**src/rtl/core/qas_pkg.sv**
```systemverilog
// Package for the quoted argument splitter.
// Holds the character codes and quote mode codes; depends on nothing.
`timescale 1ns / 1ps

package qas_pkg;

    localparam logic [7:0] CHAR_SPACE     = 8'h20;
    localparam logic [7:0] CHAR_TAB       = 8'h09;
    localparam logic [7:0] CHAR_CR        = 8'h0D;
    localparam logic [7:0] CHAR_LF        = 8'h0A;
    localparam logic [7:0] CHAR_DQUOTE    = 8'h22;
    localparam logic [7:0] CHAR_SQUOTE    = 8'h27;
    localparam logic [7:0] CHAR_BACKSLASH = 8'h5C;

    localparam logic [1:0] MODE_PLAIN = 2'd0;
    localparam logic [1:0] MODE_DQ    = 2'd1;
    localparam logic [1:0] MODE_SQ    = 2'd2;

    typedef struct packed {
        logic [7:0] out_byte;
        logic       byte_valid;
        logic       token_end;
    } result_t;

    function automatic logic is_blank(input logic [7:0] c);
        return (c == CHAR_SPACE) || (c == CHAR_TAB) || (c == CHAR_CR) || (c == CHAR_LF);
    endfunction

endpackage

```
**src/rtl/core/quoted_argument_splitter.sv**
```systemverilog
// Top level of the quoted argument splitter: tokenizer logic and output skid buffer.
// Depends on qas_pkg for character codes, mode codes and the result type.
`timescale 1ns / 1ps

// Splits a command string, one byte per item with the final byte marked by in_last,
// into shell-style arguments with double quotes, single quotes and backslash escapes.
// Each accepted item yields zero or one result: an argument byte (byte_valid 1) or
// an end marker (byte_valid 0, token_end 1); the last byte of a string always closes
// the open argument and returns the block to plain mode. The block takes one item
// per clock cycle while in_stall is low, and each result is registered before it leaves. A
// two-entry output stage (result register plus skid register) lets input continue
// while a result waits; in_stall rises only when both entries are full.
module quoted_argument_splitter
(
    input  logic       clk,
    input  logic       rst_n,
    input  logic       in_valid,
    output logic       in_stall,
    input  logic [7:0] in_byte,
    input  logic       in_last,
    output logic       out_valid,
    input  logic       out_stall,
    output logic [7:0] out_byte,
    output logic       byte_valid,
    output logic       token_end
);

    logic [1:0]         mode_reg;
    logic [1:0]         mode_next;
    logic               escape_reg;
    logic               escape_next;
    logic               out_valid_reg;
    logic               out_valid_next;
    logic               skid_valid_reg;
    logic               skid_valid_next;
    qas_pkg::result_t   out_reg;
    qas_pkg::result_t   out_next;
    qas_pkg::result_t   skid_reg;
    qas_pkg::result_t   skid_next;
    qas_pkg::result_t   res;

    logic in_take;
    logic out_take;
    logic emitted;
    logic closed;
    logic produce;
    logic [1:0] mode_step;

    assign in_stall = skid_valid_reg;
    assign in_take  = in_valid && !skid_valid_reg;
    assign out_take = out_valid_reg && !out_stall;

    // Every byte opens an argument, so an open argument is always present at
    // the end of a string; no separate open flag needs to be stored.
    always_comb
    begin
        emitted   = 1'b0;
        closed    = 1'b0;
        mode_step = mode_reg;
        escape_next = escape_reg;
        if (escape_reg)
        begin
            escape_next = 1'b0;
            emitted     = 1'b1;
        end
        else if (in_byte == qas_pkg::CHAR_BACKSLASH)
        begin
            escape_next = 1'b1;
        end
        else
        begin
            case (mode_reg)
                qas_pkg::MODE_DQ:
                begin
                    if (in_byte == qas_pkg::CHAR_DQUOTE)
                    begin
                        mode_step = qas_pkg::MODE_PLAIN;
                        closed    = 1'b1;
                    end
                    else
                    begin
                        emitted = 1'b1;
                    end
                end
                qas_pkg::MODE_SQ:
                begin
                    if (in_byte == qas_pkg::CHAR_SQUOTE)
                    begin
                        mode_step = qas_pkg::MODE_PLAIN;
                        closed    = 1'b1;
                    end
                    else
                    begin
                        emitted = 1'b1;
                    end
                end
                default:
                begin
                    mode_step = qas_pkg::MODE_PLAIN;
                    if (qas_pkg::is_blank(in_byte))
                    begin
                        closed = 1'b1;
                    end
                    else if (in_byte == qas_pkg::CHAR_DQUOTE)
                    begin
                        mode_step = qas_pkg::MODE_DQ;
                    end
                    else if (in_byte == qas_pkg::CHAR_SQUOTE)
                    begin
                        mode_step = qas_pkg::MODE_SQ;
                    end
                    else
                    begin
                        emitted = 1'b1;
                    end
                end
            endcase
        end

        if (in_last)
        begin
            mode_next   = qas_pkg::MODE_PLAIN;
            escape_next = 1'b0;
        end
        else
        begin
            mode_next = mode_step;
        end

        produce = closed || emitted || in_last;
        res.out_byte   = (emitted && !closed) ? in_byte : 8'd0;
        res.byte_valid = emitted && !closed;
        res.token_end  = closed || in_last;
    end

    always_comb
    begin
        out_next        = out_reg;
        skid_next       = skid_reg;
        out_valid_next  = out_valid_reg;
        skid_valid_next = skid_valid_reg;
        if (skid_valid_reg)
        begin
            if (out_take)
            begin
                out_next        = skid_reg;
                skid_valid_next = 1'b0;
            end
        end
        else if (in_take && produce)
        begin
            if (!out_valid_reg || out_take)
            begin
                out_next       = res;
                out_valid_next = 1'b1;
            end
            else
            begin
                skid_next       = res;
                skid_valid_next = 1'b1;
            end
        end
        else if (out_take)
        begin
            out_valid_next = 1'b0;
        end
    end

    always_ff @(posedge clk or negedge rst_n)
    begin
        if (!rst_n)
        begin
            mode_reg       <= qas_pkg::MODE_PLAIN;
            escape_reg     <= 1'b0;
            out_valid_reg  <= 1'b0;
            skid_valid_reg <= 1'b0;
        end
        else
        begin
            if (in_take)
            begin
                mode_reg   <= mode_next;
                escape_reg <= escape_next;
            end
            out_valid_reg  <= out_valid_next;
            skid_valid_reg <= skid_valid_next;
        end
    end

    always_ff @(posedge clk)
    begin
        out_reg  <= out_next;
        skid_reg <= skid_next;
    end

    assign out_valid  = out_valid_reg;
    assign out_byte   = out_reg.out_byte;
    assign byte_valid = out_reg.byte_valid;
    assign token_end  = out_reg.token_end;

endmodule

```
**config.mk**
```make
export PLATFORM = sky130hd
export DESIGN_NAME = quoted_argument_splitter
export DESIGN_NICKNAME = d
export VERILOG_FILES = /design/src/rtl/core/qas_pkg.sv /design/src/rtl/core/quoted_argument_splitter.sv
export SDC_FILE = /design/constraint.sdc
export NUM_CORES = 1
export LEC_CHECK = 0
export BUFFER_PORTS_ARGS = -buffer_cell sky130_fd_sc_hd__buf_2
export CAP_MARGIN = 25
export CORE_MARGIN = 2
export CORE_UTILIZATION = 58
export CTS_BUF_LIST = sky130_fd_sc_hd__clkbuf_4 sky130_fd_sc_hd__clkbuf_8 sky130_fd_sc_hd__clkbuf_16
export DETAILED_ROUTE_END_ITERATION = 16
export MAX_ROUTING_LAYER = met4
export PLACE_DENSITY = 0.88
export RECOVER_POWER = 25
export SETUP_SLACK_MARGIN = 0.05
export SLEW_MARGIN = 20
export SYNTH_ARGS = -nofsm -noshare
export SYNTH_HDL_FRONTEND = slang
export SYNTH_SLANG_ARGS = --single-unit
export TNS_END_PERCENT = 1
```
**constraint.sdc**
```tcl
create_clock -name clk -period 7.15 [get_ports clk]
set_input_delay 0.3575 -clock clk [delete_from_list [all_inputs] [get_ports clk]]
set_output_delay 0.3575 -clock clk [all_outputs]
set_load 0.05 [all_outputs]
```
==> results.json, run 1 <==
{
  "status": "completed",
  "cpPeakStageDelay_ns": 0.39,
  "cts_buffers": 3,
  "holdPathStages": 3,
  "fill_cells": 166,
  "crit_fanout": 10,
  "rsz0062_at_grt": "no",
  "routed_wirelength_um": 2533,
  "synth_top_area_share_pct": 45.37,
  "clk_pin_slew_ns": 0.13,
  "drc": 0,
  "rr_worst_depth": 7,
  "cp_data_required_time_ns": 7.13,
  "slew_headroom_pct": 46.09,
  "ys_ff_latch": 25,
  "hold_path_class": "input pin to flop",
  "critical_path_class": "flop to flop",
  "finClkSkew_ns": 0.001494,
  "cts_tree": "yes",
  "crit_path_start_kind": "flop",
  "cp-end-kind": "flop",
  "clock.fmax_mhz": 398.6,
  "drtAntennaViolNets": 0,
  "cts_htree_levels": 1,
  "finalSetupTns_ns": 0,
  "synth.distinct_cells": 38,
  "total_power_w": 0.0004915,
  "num_vias": 965,
  "tightest_slew_ns": 0.8032,
  "wl_per_cell_um": 15.54,
  "synth_cells": 108,
  "final_util_pct": 68.53,
  "nNetsFinal": 151,
  "die_x_um": 51.78,
  "grt-ovfl-total": 0,
  "hp-start": "in_valid",
  "core_area_mm2": 0.002191,
  "cts_buffer_depth": 2,
  "crit_slowest_cell": "dfrtp_1",
  "dpl.hpwl_um": 1950,
  "port_buffers": 24,
  "yosysWarnings": 0,
  "ys_seq_area_share_pct": 54.82,
  "largest_register_ffs": 10,
  "r2r_end": "out_byte[6]$_DFFE_PP_",
  "setup_viol": 0,
  "r2r_start": "mode_reg[0]$_DFFE_PN0P_",
  "placed_area_mm2": 0.001475,
  "initial_utilization_pct": 60.42,
  "period_needed_ns": 2.509,
  "viasPerCell": 5.920,
  "path_cells": "inv_1, ha_1, and3_1, o2111a_1, mux2_2, nor4_2, o21ai_1",
  "n_antenna_cell": 0,
  "yosys-top-cells-area": "edfxtp_1 (45%), dfrtp_1 (9.5%), mux2_2 (9.4%)",
  "maxCapViolCount": 0,
  "first_iter_violations": 38,
  "cts_sinks": 25,
  "final_layout_size_suffix_gt1_share_pct": 25.93,
  "ys.flop_type": "edfxtp_1",
  "finalInstanceArea_mm2": 0.001501,
  "clockRootBuffer": "clkbuf_4",
  "die-area_mm2": 0.002681,
  "post_cts_resized": 0,
  "antenna_found_initial": 0,
  "worstSkewPairLatency_ns": 0.31,
  "power.density_mw_per_mm2": 327.3,
  "async_reset_ff_share_pct": 20.00,
  "final_max_slew_viol_count": 0,
  "synth_edf_count": 20,
  "grt_pass1_wl_um": 4002,
  "rows": 17,
  "pin_count": 25,
  "peakVddDrop_mv": 0.2085,
  "netlist_area_mm2": 0.001324,
  "areaGrowthSynthToFinish_pct": 13.42,
  "hold_end": "in_stall$_DFF_PN0_",
  "syn_avg_cell_area_um2": 12.26,
  "cts_setup_buffers": 0,
  "post-route-period-util_pct": 35.09,
  "hold_viol_final": 0,
  "p_leak_nw": 0.5727,
  "track_usage_pct": 21.30,
  "mostFrequentLayoutCells": "edfxtp_1 (20), buf_2 (13), mux2_2 (11), clkbuf_1 (11), and2_1 (7)",
  "cp.arrival_ns": 2.49,
  "syn_nets": 123,
  "grt_pass1_vias": 941,
  "drt_pass1_iterations": 6,
  "r2r_setup_slack_ns": 4.64,
  "die_y_um": 51.78,
  "yosys.area.top_type": "edfxtp_1",
  "gp_congestion": 0.8469,
  "grt_max_degree": 16,
  "mostFrequentLayoutCell": "edfxtp_1"
}
final cells by class:
class	count	area, um2	area share, %
Sequential cell	25	725.7	48.33
Clock buffer	4	30.03	2.000
Multi-Input combinational cell	75	568.0	37.83
Inverter	5	18.77	1.250
Timing Repair Buffer	26	123.9	8.250
Tap cell	28	35.03	2.333
layer usage:
metal	track usage, %	wire length (um)	vias to the layer above
met5	-	0	-
met4	10.53	93	0
met3	2.874	151	10
met2	34.83	1200	38
met1	26.21	1088	441
li1	-	-	476
per-stage QoR:
step | setup slack [ns] | cells | hold WS, ns
2_1_floorplan | 4.683 | 108 | 0.06191
3_3_place_gp | 4.420 | 158 | 0.1723
3_5_place_dp | 4.328 | 158 | 0.1820
4_1_cts | 4.606 | 163 | 0.2929
5_1_grt | 4.465 | 163 | 0.2809
6_report | 4.641 | 163 | 0.2892
synthesized netlist by cell type (2+ instances only):
master and count:
nand2_1 5, and2_1 7, nand2b_1 3, o211ai_1 2
nor4b_1 2, o21ai_1 3, mux2_2 11, inv_1 5
nor2_1 2, ha_1 2, o21ai_0 4, a21oi_1 2
nor4_1 2, dfrtp_1 5, nor3_1 2, edfxtp_1 20
nand3_1 5, o22ai_1 2, clkbuf_1 3, or4b_1 2
or4_4 2
logic make-up after synthesis:
family                     synth area share, %
DFF                                      54.82
and+or+nand+nor                          20.70
buffers and inverters                    2.269
adders and majority gates                1.890
xor gates and xnor gates                0.6617
muxes                                    9.357
AOI/OAI and AO/OA                        10.30
worst max path at each step:
stage | slack, ns | start | cells after the start | endpoint
after floorplan | 4.68 | in_byte[4] | 6 | byte_valid$_DFFE_PP_
after global placement | 4.42 | in_byte[4] | 7 | out_byte[2]$_DFFE_PP_
after detailed placement | 4.33 | in_byte[4] | 7 | out_byte[7]$_DFFE_PP_
after CTS | 4.61 | mode_reg[0]$_DFFE_PN0P_ | 7 | out_byte[4]$_DFFE_PP_
after global routing | 4.46 | mode_reg[0]$_DFFE_PN0P_ | 7 | out_byte[0]$_DFFE_PP_
final | 4.64 | mode_reg[0]$_DFFE_PN0P_ | 7 | out_byte[6]$_DFFE_PP_
report_power, final:
| group | internal [W] | switching [W] |
|---|---|---|
| Combinational | 0.0000502 | 0.000147 |
| Clock | 0.0000256 | 0.0000397 |
| Sequential | 0.000205 | 0.0000242 |
repair_timing:
action	CTS	global route
hold buffers	1	0
endpoints found under the setup margin	0	0
hold endpoints to repair	5	0
critical path: cells and delay by family (launching register included):
family	cells	cell delay, ns
AO/OA/AOI/OAI	2	0.65
adder cells (fa/ha/maj)	1	0.24
buffers and inverters	1	0.06
flip-flops	1	0.39
multiplexers	1	0.29
AND/OR/NAND/NOR	2	0.55
Note: power is estimated with default switching activity, not from simulation.
==> run 2, diff against run 1 <==
Settings changed: CORE_UTILIZATION 58 to 49, PLACE_DENSITY 0.88 to 0.8.
Clock period 7.15 ns to 2.3 ns, I/O delays scaled along.
==> run 2 against run 1 <==
Global-route usage fell by 4.1 points. Sequential share of layout area is 4.5 points lower. Final area up 10%. Register-to-register slack worse by 4.6 ns. Clock-buffer cell count is the same.
==> results.json, run 2 (synthesis results as in run 1) <==
{
  "status": "completed",
  "clk_pin_slew_ns": 0.13,
  "largest_register_ffs": 10,
  "die_x_um": 55.98,
  "cts_buffers": 3,
  "grt_pass1_wl_um": 4215,
  "p_leak_nw": 0.6497,
  "hp-start": "in_valid",
  "setup_viol": 0,
  "viasPerCell": 5.587,
  "startpoint": "mode_reg[0]$_DFFE_PN0P_",
  "whs_ns": 0.05584,
  "finalInstanceArea_mm2": 0.001655,
  "initial_utilization_pct": 52.48,
  "r2r_setup_slack_ns": 0.05,
  "cp-end-kind": "flop",
  "clock.fmax_mhz": 444.3,
  "worstSkewPairLatency_ns": 0.30,
  "gp_congestion": 0.8015,
  "wl_met3_um": 88,
  "die_y_um": 55.98,
  "mostFrequentLayoutCell": "edfxtp_1",
  "drtAntennaViolNets": 0,
  "wl_met1_um": 1142,
  "clockRootBuffer": "clkbuf_4",
  "critical_path_class": "flop to flop",
  "final_layout_size_suffix_gt1_share_pct": 39.60,
  "total_power_w": 0.001555,
  "peakVddDrop_mv": 0.7271,
  "hold_path_class": "input pin to flop",
  "n_antenna_cell": 0,
  "mostFrequentLayoutCells": "edfxtp_1 (20), buf_2 (15), buf_4 (14)",
  "routed_wirelength_um": 2553,
  "pin_count": 25,
  "track_usage_pct": 17.22,
  "cts_sinks": 25,
  "dp_cells": 172,
  "tightest_slew_ns": 0.5998,
  "fin_cells": 179,
  "drt_pass1_iterations": 4,
  "finalSetupTns_ns": 0,
  "drc": 0,
  "slew_headroom_pct": 60.19,
  "grt_pass1_vias": 974,
  "cp.arrival_ns": 2.43,
  "core_area_mm2": 0.002522,
  "cts_buffer_depth": 2,
  "areaGrowthSynthToFinish_pct": 25.05,
  "wl_per_cell_um": 14.26,
  "power.density_mw_per_mm2": 939.5,
  "port_buffers": 24,
  "met2_length_um": 1305,
  "die-area_mm2": 0.003133,
  "grt_max_degree": 16,
  "maxCapViolCount": 0,
  "period_needed_ns": 2.250,
  "cts_htree_levels": 1,
  "post-route-period-util_pct": 97.85,
  "crit_path_start_kind": "flop",
  "finClkSkew_ns": 0.009792,
  "cp_data_required_time_ns": 2.48,
  "rows": 18,
  "final_max_slew_viol_count": 0,
  "hold_viol_final": 0,
  "dpl.hpwl_um": 1983,
  "cts_tree": "yes",
  "crit_fanout": 8,
  "topRoutingLayerUsed": "met4",
  "grt-ovfl-total": 0,
  "num_vias": 1000,
  "rsz0062_at_grt": "yes",
  "r2r_start": "mode_reg[0]$_DFFE_PN0P_",
  "first_iter_violations": 19,
  "nNetsFinal": 165,
  "placed_area_mm2": 0.001573,
  "antenna_found_initial": 0
}
## run 2: area by class of cell
class	instances	area, um2
fill	194	867.1
sequential	25	725.7
multi-input combinational	75	608.1
timing repair buffer	40	235.2
tap	30	37.54
clock buffer	4	30.03
inverter	5	18.77
## run 2: final timing paths
kind / endpoint / cells after the start
max: out_byte[5]$_DFFE_PP_ / 8
min: in_stall$_DFF_PN0_ / 3
max reg2reg: out_byte[5]$_DFFE_PP_ / 8
min reg2reg: out_byte[0]$_DFFE_PP_ / 1
max in group asynchronous: mode_reg[0]$_DFFE_PN0P_ / 2
min in group asynchronous: in_stall$_DFF_PN0_ / 2
## run 2: layer usage
| metal | vias up | global-route usage [%] |
|---|---|---|
| li1 | 499 | - |
| met1 | 479 | 20.73 |
| met2 | 20 | 30.76 |
| met3 | 2 | 1.860 |
| met4 | 0 | 4.422 |
| met5 | - | - |
## run 2: where the power goes
group / internal, W / switching, W / leakage (nW)
sequential: 0.000635 / 0.0000765 / 0.249
clock: 0.0000793 / 0.000114 / 0.0184
combinational: 0.000193 / 0.000458 / 0.383
total: 0.000907 / 0.000648 / 0.650
## run 2: critical path, cell delays in order, from the launching register on
cell	delay, ns
dfrtp_1	0.40
inv_2	0.05
ha_2	0.18
and3_4	0.17
o2111a_2	0.27
or4b_1	0.46
o211ai_1	0.22
and2_1	0.23
mux2_4	0.15
## run 2: metrics by stage
stage                     utilization (%)  setup WS, ns
after global placement              62.35       0.01052
after CTS                           65.33       0.04485
after global routing                65.63      -0.07956
final                               65.63       0.04951
after detailed placement            62.35      -0.02705
after floorplan                         -       0.01666
## run 2: timing repair
action / in CTS / in global routing
endpoints found under the hold margin: 5 / 0
setup buffers: 2 / 0
hold buffers: 1 / 0
gates resized for setup: 7 / 4
setup endpoints to repair: 18 / 31
pin swaps: 6 / 4
==> run 3, diff against run 2 <==
Settings changed: CORE_MARGIN 2 to 3.
==> run 3 against run 2 <==
Worst setup slack worse by 0.0058 ns. Sequential power about the same. Global-route usage down 1.2 points. Non-clock buffer count down 3. Maximum frequency down 0.26%. Wire length down 4.2%. Final cell count down 1.7%. Total power about the same. First-iteration DRC count up 37%. Critical path type unchanged. Final area down 1.7%. Combinational power about the same.
==> results.json, run 3 (synthesis results as in run 1) <==
{
  "status": "completed",
  "tightest_slew_ns": 0.6409,
  "period_needed_ns": 2.256,
  "r2r_setup_slack_ns": 0.04,
  "r2r_start": "mode_reg[1]$_DFFE_PN0P_",
  "total_power_w": 0.001554,
  "viasPerCell": 5.699,
  "maxCapViolCount": 0,
  "cts_buffer_depth": 2,
  "cpLargestDelayFamily": "simple AND/OR/NAND/NOR gates",
  "crit_fanout": 8,
  "critical_path_class": "flop to flop",
  "rsz0062_at_grt": "yes",
  "cts_buffers": 3,
  "slew_headroom_pct": 57.46,
  "worstSkewPairLatency_ns": 0.30,
  "mostFrequentLayoutCell": "edfxtp_1",
  "wl_per_cell_um": 13.89,
  "peakVddDrop_mv": 0.6546,
  "drtAntennaViolNets": 0,
  "pin_count": 25,
  "rows": 18,
  "mostFrequentLayoutCells": "edfxtp_1 (20), buf_2 (15), buf_4 (11)",
  "num_vias": 1003,
  "post-route-period-util_pct": 98.10,
  "die-area_mm2": 0.003361,
  "die_x_um": 57.98,
  "drt_pass1_iterations": 4,
  "largest_register_ffs": 10,
  "grt_max_degree": 16,
  "cp.arrival_ns": 2.43,
  "port_buffers": 24,
  "p_leak_nw": 0.6423,
  "drc": 0,
  "hp-start": "in_valid",
  "finClkSkew_ns": 0.006790,
  "cts_sinks": 25,
  "cp_data_required_time_ns": 2.48,
  "grt_pass1_vias": 913,
  "startpoint": "mode_reg[1]$_DFFE_PN0P_",
  "clk_pin_slew_ns": 0.12,
  "cpPeakStageDelay_ns": 0.47,
  "cp-end-kind": "flop",
  "crit_slowest_cell": "or4b_1",
  "antenna_found_initial": 0,
  "nNetsFinal": 162,
  "die_y_um": 57.98,
  "power.density_mw_per_mm2": 954.6,
  "hold_viol_final": 0,
  "path_cells": "inv_2, ha_2, nor3b_1, o2111a_1, or4b_1, o211ai_1, and2_4, mux2_2",
  "cts_tree": "yes",
  "grt-ovfl-total": 0,
  "areaGrowthSynthToFinish_pct": 22.97,
  "setup_viol": 0,
  "final_layout_size_suffix_gt1_share_pct": 37.67,
  "initial_utilization_pct": 52.48,
  "cp.buffers_inverters": 1,
  "dpl.hpwl_um": 1866,
  "hold_path_class": "input pin to flop",
  "clockRootBuffer": "clkbuf_4",
  "track_usage_pct": 15.98,
  "n_antenna_cell": 0,
  "final_max_slew_viol_count": 0,
  "core_area_mm2": 0.002522,
  "placed_area_mm2": 0.001558,
  "crit_path_start_kind": "flop",
  "clock.fmax_mhz": 443.2,
  "finalInstanceArea_mm2": 0.001628,
  "gp_congestion": 0.8417,
  "cts_htree_levels": 1,
  "grt_pass1_wl_um": 3988,
  "first_iter_violations": 26,
  "routed_wirelength_um": 2445
}
==> run 3: metrics by stage <==
stage	TNS (ns)	hold WS, ns	worst slack (ns)	utilization [%]	cells
after floorplan	0	-0.1806	0.01666	-	108
after global placement	0	-0.06545	0.01237	61.76	170
after detailed placement	-0.04497	-0.06361	-0.009124	61.76	170
after CTS	0	0.04326	0.01609	64.04	176
after global routing	-0.5084	0.04926	-0.07932	64.53	176
final	0	0.05122	0.04367	64.53	176
==> run 3: power by group <==
part | total [W] | internal, W | switching (W)
Sequential | 0.000712 | 0.000635 | 0.0000769
Combinational | 0.000650 | 0.000189 | 0.000461
Clock | 0.000192 | 0.0000793 | 0.000113
Total | 0.00155 | 0.000904 | 0.000650
==> run 3: final timing paths <==
kind,end,cells past startpoint
max,out_byte[5]$_DFFE_PP_,8
min,in_stall$_DFF_PN0_,3
max reg2reg,out_byte[5]$_DFFE_PP_,8
min reg2reg,escape_reg$_DFFE_PN0P_,1
max in group asynchronous,mode_reg[1]$_DFFE_PN0P_,2
min in group asynchronous,in_stall$_DFF_PN0_,2
==> run 3: routing by layer <==
| metal | GRT usage [%] | vias to the layer above | routed length (um) |
|---|---|---|---|
| li1 | - | 495 | - |
| met1 | 19.77 | 475 | 1082 |
| met2 | 26.77 | 31 | 1199 |
| met3 | 2.004 | 2 | 133 |
| met4 | 5.960 | 0 | 29 |
| met5 | - | - | 0 |
==> run 3: cell type report <==
class | instances | area (um2)
Timing Repair Buffer | 37 | 212.7
Clock buffer | 4 | 30.03
Inverter | 5 | 18.77
Tap cell | 30 | 37.54
Fill cell | 220 | 894.6
Sequential cell | 25 | 725.7
Multi-Input combinational cell | 75 | 603.1
==> run 3: repair_timing <==
action                     4_1_cts  5_1_grt
hold endpoints to repair         5        0
setup endpoints to repair       18       19
pin swaps                        5        5
buffers inserted                 1        0
hold buffers                     1        0
gates resized for setup          5        6
==> run 3: worst reg2reg max path, delay by kind of cell (launching register included) <==
kind,cells,cell delay [ns]
multiplexers,1,0.14
AND/OR/NAND/NOR,3,0.85
flip-flops,1,0.39
AO/OA/AOI/OAI,2,0.52
adder cells (fa/ha/maj),1,0.19
buffers and inverters,1,0.05
